$ cat src/uer_pkg.sv
// Shared types and constants for the ultrasonic echo ranger.
// Used by every module of the block but uer_queue; has no dependencies of its own.
package uer_pkg;

    // Input word: one microsecond tick.
    typedef struct packed {
        logic start_req;
        logic echo_level;
    } tick_word_t;

    // Result word: one per accepted tick.
    typedef struct packed {
        logic       trigger_out;
        logic       busy_res;
        logic       done_res;
        logic [9:0] distance;
        logic [1:0] status;
    } result_word_t;

    // Configuration register indexes.
    localparam logic [1:0] REG_UNIT_INCHES = 2'd0;
    localparam logic [1:0] REG_WAIT_LIMIT  = 2'd1;
    localparam logic [1:0] REG_MAX_ECHO    = 2'd2;

    // Measurement status codes.
    localparam logic [1:0] STATUS_OK       = 2'd0;
    localparam logic [1:0] STATUS_NO_ECHO  = 2'd1;
    localparam logic [1:0] STATUS_OVER     = 2'd2;

    // Reset values of the configuration registers.
    localparam logic [15:0] WAIT_LIMIT_RESET = 16'd5900;
    localparam logic [14:0] MAX_ECHO_RESET   = 15'd17700;

    // Reciprocal constants. For any 15-bit dividend, (x * MUL) >> SHIFT is
    // exactly x / 59 and x / 150, since the rounding error stays below one.
    localparam logic [15:0] CM_MUL       = 16'd35545;
    localparam int          CM_SHIFT     = 21;
    localparam logic [15:0] INCH_MUL     = 16'd55925;
    localparam int          INCH_SHIFT   = 23;
    localparam int          PROD_W       = 31;

    // Configuration seen by the front end.
    typedef struct packed {
        logic        unit_inches;
        logic [15:0] wait_limit;
        logic [14:0] max_echo;
    } ranger_cfg_t;

    // Classified tick passed from front end to back end.
    typedef struct packed {
        logic        trigger;
        logic        busy;
        logic        done;
        logic [1:0]  status;
        logic [14:0] dividend;
        logic        inches;
    } job_t;

endpackage

$ cat src/ultrasonic_echo_ranger.sv
// Top level of the ultrasonic echo ranger: configuration registers,
// front end, job queue, back end and result queue. Depends on uer_pkg.
//
//   Channel   Handshake               Payload
//   tick      push / full             tick   (start_req, echo_level)
//   result    pop / empty             result (trigger_out .. status)
//   config    cfg_valid / cfg_ready   cfg_index, cfg_data
//
// One tick word is accepted per cycle while full is low; each produces exactly one
// result word. A word passes the job queue and then the registered reciprocal
// multiplier on its way to the result queue.
// Reset clears the phase machine, the queues and the registers to defaults.
// A stalled result side fills the result queue, then the job queue, then
// raises full; configuration writes are always taken.
module ultrasonic_echo_ranger #(
    parameter int TRIGGER_TICKS = 10,
    parameter int JOB_DEPTH     = 2,
    parameter int RES_DEPTH     = 4
) (
    input  logic                  clk,
    input  logic                  rst_n,
    input  logic                  push,
    output logic                  full,
    input  uer_pkg::tick_word_t   tick,
    output logic                  empty,
    input  logic                  pop,
    output uer_pkg::result_word_t result,
    input  logic                  cfg_valid,
    output logic                  cfg_ready,
    input  logic [1:0]            cfg_index,
    input  logic [15:0]           cfg_data
);

    uer_pkg::ranger_cfg_t  cfg_reg;
    uer_pkg::job_t         front_job;
    uer_pkg::job_t         queued_job;
    uer_pkg::result_word_t back_word;
    logic                  accept;
    logic                  job_full;
    logic                  job_empty;
    logic                  job_pop;
    logic                  res_push;
    logic                  res_full;

    assign cfg_ready = 1'b1;
    assign full      = job_full;
    assign accept    = push && !job_full;

    // Configuration registers; unknown indexes are ignored.
    always_ff @(posedge clk or negedge rst_n)
    begin
        if (!rst_n)
        begin
            cfg_reg.unit_inches <= 1'b0;
            cfg_reg.wait_limit  <= uer_pkg::WAIT_LIMIT_RESET;
            cfg_reg.max_echo    <= uer_pkg::MAX_ECHO_RESET;
        end
        else if (cfg_valid && cfg_ready)
        begin
            case (cfg_index)
                uer_pkg::REG_UNIT_INCHES: cfg_reg.unit_inches <= cfg_data[0];
                uer_pkg::REG_WAIT_LIMIT:  cfg_reg.wait_limit  <= cfg_data;
                uer_pkg::REG_MAX_ECHO:    cfg_reg.max_echo    <= cfg_data[14:0];
                default:                  cfg_reg             <= cfg_reg;
            endcase
        end
    end

    uer_front #(
        .TRIGGER_TICKS (TRIGGER_TICKS)
    ) u_front (
        .clk    (clk),
        .rst_n  (rst_n),
        .accept (accept),
        .tick   (tick),
        .cfg    (cfg_reg),
        .job    (front_job)
    );

    uer_queue #(
        .WIDTH ($bits(uer_pkg::job_t)),
        .DEPTH (JOB_DEPTH)
    ) u_job_queue (
        .clk     (clk),
        .rst_n   (rst_n),
        .push    (accept),
        .wr_data (front_job),
        .full    (job_full),
        .pop     (job_pop),
        .rd_data (queued_job),
        .empty   (job_empty)
    );

    uer_back u_back (
        .clk       (clk),
        .rst_n     (rst_n),
        .job_valid (!job_empty),
        .job       (queued_job),
        .job_pop   (job_pop),
        .res_push  (res_push),
        .res_word  (back_word),
        .res_full  (res_full)
    );

    uer_queue #(
        .WIDTH ($bits(uer_pkg::result_word_t)),
        .DEPTH (RES_DEPTH)
    ) u_res_queue (
        .clk     (clk),
        .rst_n   (rst_n),
        .push    (res_push),
        .wr_data (back_word),
        .full    (res_full),
        .pop     (pop),
        .rd_data (result),
        .empty   (empty)
    );

endmodule

$ cat src/uer_queue.sv
// Small synchronous FIFO of register entries.
// Generic; used for the job queue and the result queue. No package needed.
module uer_queue #(
    parameter int WIDTH = 8,
    parameter int DEPTH = 2
) (
    input  logic             clk,
    input  logic             rst_n,
    input  logic             push,
    input  logic [WIDTH-1:0] wr_data,
    output logic             full,
    input  logic             pop,
    output logic [WIDTH-1:0] rd_data,
    output logic             empty
);

    localparam int PTR_W = (DEPTH > 1) ? $clog2(DEPTH) : 1;
    localparam int CNT_W = $clog2(DEPTH + 1);

    logic [WIDTH-1:0] mem_reg [DEPTH];
    logic [PTR_W-1:0] wr_ptr_reg, wr_ptr_next;
    logic [PTR_W-1:0] rd_ptr_reg, rd_ptr_next;
    logic [CNT_W-1:0] count_reg, count_next;
    logic             do_push;
    logic             do_pop;

    assign full    = (count_reg == CNT_W'(DEPTH));
    assign empty   = (count_reg == '0);
    assign do_push = push && !full;
    assign do_pop  = pop && !empty;
    assign rd_data = mem_reg[rd_ptr_reg];

    // Pointer and fill count update, wrapping at the depth.
    always_comb
    begin
        wr_ptr_next = wr_ptr_reg;
        rd_ptr_next = rd_ptr_reg;
        count_next  = count_reg;
        if (do_push)
        begin
            wr_ptr_next = (wr_ptr_reg == PTR_W'(DEPTH - 1)) ? '0 : wr_ptr_reg + 1'b1;
        end
        if (do_pop)
        begin
            rd_ptr_next = (rd_ptr_reg == PTR_W'(DEPTH - 1)) ? '0 : rd_ptr_reg + 1'b1;
        end
        if (do_push && !do_pop)
        begin
            count_next = count_reg + 1'b1;
        end
        else if (do_pop && !do_push)
        begin
            count_next = count_reg - 1'b1;
        end
    end

    always_ff @(posedge clk or negedge rst_n)
    begin
        if (!rst_n)
        begin
            wr_ptr_reg <= '0;
            rd_ptr_reg <= '0;
            count_reg  <= '0;
        end
        else
        begin
            wr_ptr_reg <= wr_ptr_next;
            rd_ptr_reg <= rd_ptr_next;
            count_reg  <= count_next;
        end
    end

    // Entry storage needs no reset.
    always_ff @(posedge clk)
    begin
        if (do_push)
        begin
            mem_reg[wr_ptr_reg] <= wr_data;
        end
    end

endmodule

$ cat src/uer_front.sv
// Front end: runs the ranging phase machine once per accepted tick.
// Depends on uer_pkg for the word, job and configuration types.
module uer_front #(
    parameter int TRIGGER_TICKS = 10
) (
    input  logic                 clk,
    input  logic                 rst_n,
    input  logic                 accept,
    input  uer_pkg::tick_word_t  tick,
    input  uer_pkg::ranger_cfg_t cfg,
    output uer_pkg::job_t        job
);

    localparam logic [1:0] PH_IDLE = 2'd0;
    localparam logic [1:0] PH_TRIG = 2'd1;
    localparam logic [1:0] PH_WAIT = 2'd2;
    localparam logic [1:0] PH_MEAS = 2'd3;

    logic [1:0]  phase_reg, phase_next;
    logic [15:0] count_reg, count_next;
    logic [16:0] count_inc;

    assign count_inc = {1'b0, count_reg} + 17'd1;

    // Classify the tick and advance the phase.
    always_comb
    begin
        phase_next   = phase_reg;
        count_next   = count_reg;
        job          = '0;
        job.inches   = cfg.unit_inches;
        if (accept)
        begin
            case (phase_reg)
                PH_IDLE:
                begin
                    if (tick.start_req)
                    begin
                        job.trigger = 1'b1;
                        job.busy    = 1'b1;
                        if (TRIGGER_TICKS <= 1)
                        begin
                            phase_next = PH_WAIT;
                            count_next = '0;
                        end
                        else
                        begin
                            phase_next = PH_TRIG;
                            count_next = 16'd1;
                        end
                    end
                end
                PH_TRIG:
                begin
                    job.trigger = 1'b1;
                    job.busy    = 1'b1;
                    if (count_inc >= 17'(TRIGGER_TICKS))
                    begin
                        phase_next = PH_WAIT;
                        count_next = '0;
                    end
                    else
                    begin
                        count_next = count_inc[15:0];
                    end
                end
                PH_WAIT:
                begin
                    if (tick.echo_level)
                    begin
                        // A zero width limit saturates on the rising tick.
                        if (cfg.max_echo == '0)
                        begin
                            job.done     = 1'b1;
                            job.status   = uer_pkg::STATUS_OVER;
                            job.dividend = cfg.max_echo;
                            phase_next   = PH_IDLE;
                            count_next   = '0;
                        end
                        else
                        begin
                            job.busy   = 1'b1;
                            phase_next = PH_MEAS;
                            count_next = 16'd1;
                        end
                    end
                    else if (count_inc > {1'b0, cfg.wait_limit})
                    begin
                        job.done   = 1'b1;
                        job.status = uer_pkg::STATUS_NO_ECHO;
                        phase_next = PH_IDLE;
                        count_next = '0;
                    end
                    else
                    begin
                        job.busy   = 1'b1;
                        count_next = count_inc[15:0];
                    end
                end
                PH_MEAS:
                begin
                    if (tick.echo_level)
                    begin
                        if (count_inc > {2'b00, cfg.max_echo})
                        begin
                            job.done     = 1'b1;
                            job.status   = uer_pkg::STATUS_OVER;
                            job.dividend = cfg.max_echo;
                            phase_next   = PH_IDLE;
                            count_next   = '0;
                        end
                        else
                        begin
                            job.busy   = 1'b1;
                            count_next = count_inc[15:0];
                        end
                    end
                    else
                    begin
                        // The count never exceeds max_echo here, so 15 bits hold it.
                        job.done     = 1'b1;
                        job.status   = uer_pkg::STATUS_OK;
                        job.dividend = count_reg[14:0];
                        phase_next   = PH_IDLE;
                        count_next   = '0;
                    end
                end
                default:
                begin
                    phase_next = PH_IDLE;
                    count_next = '0;
                end
            endcase
        end
    end

    always_ff @(posedge clk or negedge rst_n)
    begin
        if (!rst_n)
        begin
            phase_reg <= PH_IDLE;
            count_reg <= '0;
        end
        else
        begin
            phase_reg <= phase_next;
            count_reg <= count_next;
        end
    end

endmodule

$ cat src/uer_back.sv
// Back end: converts echo width to distance by reciprocal multiplication.
// Depends on uer_pkg for the job and result types and the reciprocals.
module uer_back (
    input  logic                  clk,
    input  logic                  rst_n,
    input  logic                  job_valid,
    input  uer_pkg::job_t         job,
    output logic                  job_pop,
    output logic                  res_push,
    output uer_pkg::result_word_t res_word,
    input  logic                  res_full
);

    logic                       valid_reg;
    logic [uer_pkg::PROD_W-1:0] prod_reg;
    uer_pkg::job_t              job_reg;
    logic                       stage_ready;
    logic [15:0]                mul_const;
    logic [uer_pkg::PROD_W-1:0] prod_next;
    logic [uer_pkg::PROD_W-1:0] quot;

    assign stage_ready = !valid_reg || !res_full;
    assign job_pop     = job_valid && stage_ready;

    // Multiply the dividend by the reciprocal of the selected divisor.
    assign mul_const = job.inches ? uer_pkg::INCH_MUL : uer_pkg::CM_MUL;
    assign prod_next = uer_pkg::PROD_W'({16'd0, job.dividend} * {15'd0, mul_const});

    always_ff @(posedge clk or negedge rst_n)
    begin
        if (!rst_n)
        begin
            valid_reg <= 1'b0;
        end
        else if (stage_ready)
        begin
            valid_reg <= job_valid;
        end
    end

    always_ff @(posedge clk)
    begin
        if (job_pop)
        begin
            prod_reg <= prod_next;
            job_reg  <= job;
        end
    end

    // Shift out the quotient and form the result word.
    assign quot = job_reg.inches ? (prod_reg >> uer_pkg::INCH_SHIFT)
                                 : (prod_reg >> uer_pkg::CM_SHIFT);

    always_comb
    begin
        res_word             = '0;
        res_word.trigger_out = job_reg.trigger;
        res_word.busy_res    = job_reg.busy;
        res_word.done_res    = job_reg.done;
        res_word.distance    = quot[9:0];
        res_word.status      = job_reg.status;
    end

    assign res_push = valid_reg && !res_full;

endmodule

$ cat config.mk
export PLATFORM = sky130hd
export DESIGN_NAME = ultrasonic_echo_ranger
export DESIGN_NICKNAME = d
export VERILOG_FILES = /design/src/uer_pkg.sv /design/src/ultrasonic_echo_ranger.sv /design/src/uer_queue.sv /design/src/uer_front.sv /design/src/uer_back.sv
export SDC_FILE = /design/constraint.sdc
export NUM_CORES = 1
export LEC_CHECK = 0
export BUFFER_PORTS_ARGS = -buffer_cell sky130_fd_sc_hd__buf_2
export CAP_MARGIN = 10
export CORE_MARGIN = 1.5
export CORE_UTILIZATION = 64
export DETAILED_ROUTE_END_ITERATION = 8
export PLACE_DENSITY = 0.93
export SYNTH_ARGS = -nofsm -noshare
export SYNTH_HDL_FRONTEND = slang
export SYNTH_HIERARCHICAL = 1
export SYNTH_SLANG_ARGS = --single-unit
$ cat constraint.sdc
create_clock -name clk -period 7.9 [get_ports clk]
set_input_delay 0.395 -clock clk [delete_from_list [all_inputs] [get_ports clk]]
set_output_delay 0.395 -clock clk [all_outputs]
set_load 0.02 [all_outputs]
==> flow_summary.toml <==
[yosys]
ys_ff_latch = 180
synth-xor-area-share_pct = 2.57
synth-edff-count = 118
yosysSeqAreaShare_pct = 35.0
synth_top_cell_by_area = "edfxtp_1"
synthArstFlopShare_pct = 34.4
synthAdderAreaFrac_pct = 30.1
synth_warnings = 6
synthSimpleGateAreaFrac_pct = 9.09
synth_top_family_by_area = "adder cells"
yosysTopAreaCellShare_pct = 24.3
synth-compound-area-share_pct = 7.06
synthCells = 1248
synth_area_leaders = "edfxtp_1 24%, fa_1 15%, ha_1 15%"
ys_types = 83
ys.flop_type = "edfxtp_1"
syn-mean-instance-area_um2 = 11.7
synthMuxAreaShare_pct = 8.44
syn_area_mm2 = 0.0146

[sta]
worstMarginPinSlew_ns = 1.18
fin_crit_sh_pct = 88.7
fin_skew_ns = 0.0185
hold_viol = 0
period_minus_slack_ns = 7.01
slew_headroom_pct = 20.6
setup_tns_ns = 0
clock.fmax_ghz = 0.143
rsz0062_at_grt = "false"
finalSetupViolations = 0
drv_slew = 0

[place]
dp_hpwl_mm = 23.8
placed_area_mm2 = 0.0150
gp_congestion = 0.922
io_buffers = 41

[critical_path]
endpoint_kind = "flip-flop"
cp.arrival_ns = 7.31
worstPathRequired_ns = 8.20
start_kind = "flip-flop"
critPathKind = "reg -> reg"
ff2ff_path_depth = 19
worst-path-max-fanout = 17

[cells_and_area]
largest_reg_flops = 60
antennaDiodeCount = 0
syn_to_final_growth_pct = 6.29
postLayoutCellArea_mm2 = 0.0155
nets = 1584
layout-drive-gt1-share_pct = 15.2

[route]
vias = 9508
ant_nets = 0
wire_per_inst_um = 19.8
vias_per_cell = 6.05
drt_pre_antenna_iters = 6
drc_errors = 0
wirelength_mm = 31.1
drt_iter0_drc = 627

[clocking]
h-tree-depth = 4
clk_pin_slew_worst_paths_ns = 0.08
cts_inserted_buffers = 17
tritoncts = "yes"
postCtsSetupBuffers = 0
clock-sinks = 180
root_buffer = "clkbuf_16"
cts_resized = 0
clock_latency_ns = 0.44
cts_hold_buf = 0
clockBufferDepth = 2

[global_route]
grt-ovfl-total = 0
grt_pass1_vias = 10200
antenna_found_initial = 0
grt_max_degree = 63
track_usage_pct = 27.6
grt_pass1_wl_mm = 50.8

[status]
status = "finished clean"

[die]
die_x_um = 154
die_area_mm2 = 0.0237
fp.dieH_um = 154
io_pins = 43
initial_core_util_pct = 64.9
coreArea_mm2 = 0.0225
core.rowCount = 55

[flow_run]
drv_cap = 0

[min_path]
hp-class = "in -> async"
==> worst max-delay path, stage by stage, from the launching register on <==
cell,delay [ns]
dfrtp_1,0.56
buf_4,0.38
mux2_4,0.42
nand2_1,0.18
xnor2_1,0.11
ha_1,0.21
or2_2,0.33
fa_1,0.51
fa_1,0.55
fa_1,0.54
fa_1,0.54
ha_1,0.33
ha_1,0.38
a2111oi_2,0.34
o21ai_1,0.15
and3b_1,0.20
a211oi_2,0.35
a21oi_2,0.16
or4_1,0.51
nand3_1,0.12
==> per-layer routing <==
metal	vias to the layer above	share of wire, %	GRT usage (%)	wire, um
li1	4332	-	-	-
met1	4746	40	32.8	12400
met2	353	53	49.8	16400
met3	77	4.8	4.48	1490
met4	0	2.9	11.0	894
met5	-	0	0	0
==> synthesized netlist by cell type, drive strengths merged, types with 6 or more instances <==
cell type,number
a2111oi,6
a211oi,7
a21o,12
a21oi,39
a22o,15
and2,13
and3,11
buf,26
clkbuf,20
dfrtp,51
dfstp,11
edfxtp,118
fa,110
ha,176
inv,222
mux2,65
mux4,15
nand2,58
nand2b,9
nand3,24
nand4,14
nor2,40
nor2b,11
nor3,21
nor4,9
o21ai,30
o22ai,6
xnor2,28
xor2,14
==> final timing paths <==
check / from / endpoint / slack [ns]
max: u_job_queue/rd_ptr_reg / u_back/prod_reg[30] / 0.89
min: rst_n / cfg_reg[16] / 0.13
max reg2reg: u_job_queue/rd_ptr_reg / u_back/prod_reg[30] / 0.89
min reg2reg: u_back/res_word[1] / u_res_queue/mem_reg[2][1] / 0.51
max in group asynchronous: rst_n / u_back/valid_reg / 7.24
min in group clk: cfg_data[3] / cfg_reg[18] / 0.21
==> layout make-up <==
class                      count  area (um^2)
multi-input combinational    803         8400
inverter                     222          833
clock buffer                  19          455
clock inverter                13         96.3
tap                          285          357
sequential                   180         5110
timing repair buffer          49          285
fill                        1465         6970
==> metrics by stage <==
step	setup slack (ns)	instances	util (%)	hold WS [ns]
final	0.890	1571	69.0	0.127
after global routing	0.588	1571	69.0	0.170
after CTS	0.932	1570	68.9	0.140
after detailed placement	0.944	1538	66.4	0.493
after global placement	1.12	1538	66.4	0.476
after floorplan	1.29	1251	-	0.0994
==> cell families after synthesis <==
kind of cell,after synthesis
adder cells (fa/ha/maj),286
buffers and inverters,268
AND/OR/NAND/NOR,238
flip-flops,180
AO/OA/AOI/OAI,150
multiplexers,81
XOR/XNOR,42
other,3
==> placed cells by master, fill, tap and decap left out, types with 12 or more instances in the layout <==
cell type,count
nor2_1,40
nand2_1,57
clkbuf_16,18
nand3_1,23
inv_1,224
nor3_1,21
mux2_2,21
xor2_1,14
mux4_2,15
buf_2,41
fa_1,110
and2_1,13
ha_1,176
o21ai_0,26
a22o_1,15
edfxtp_1,118
nand4_1,12
a21o_1,12
dfrtp_1,51
mux2_4,41
xnor2_1,27
a21oi_1,37
Power is not shown: default switching activity piles up to over one toggle a cycle in this logic, so the estimate is an artifact.
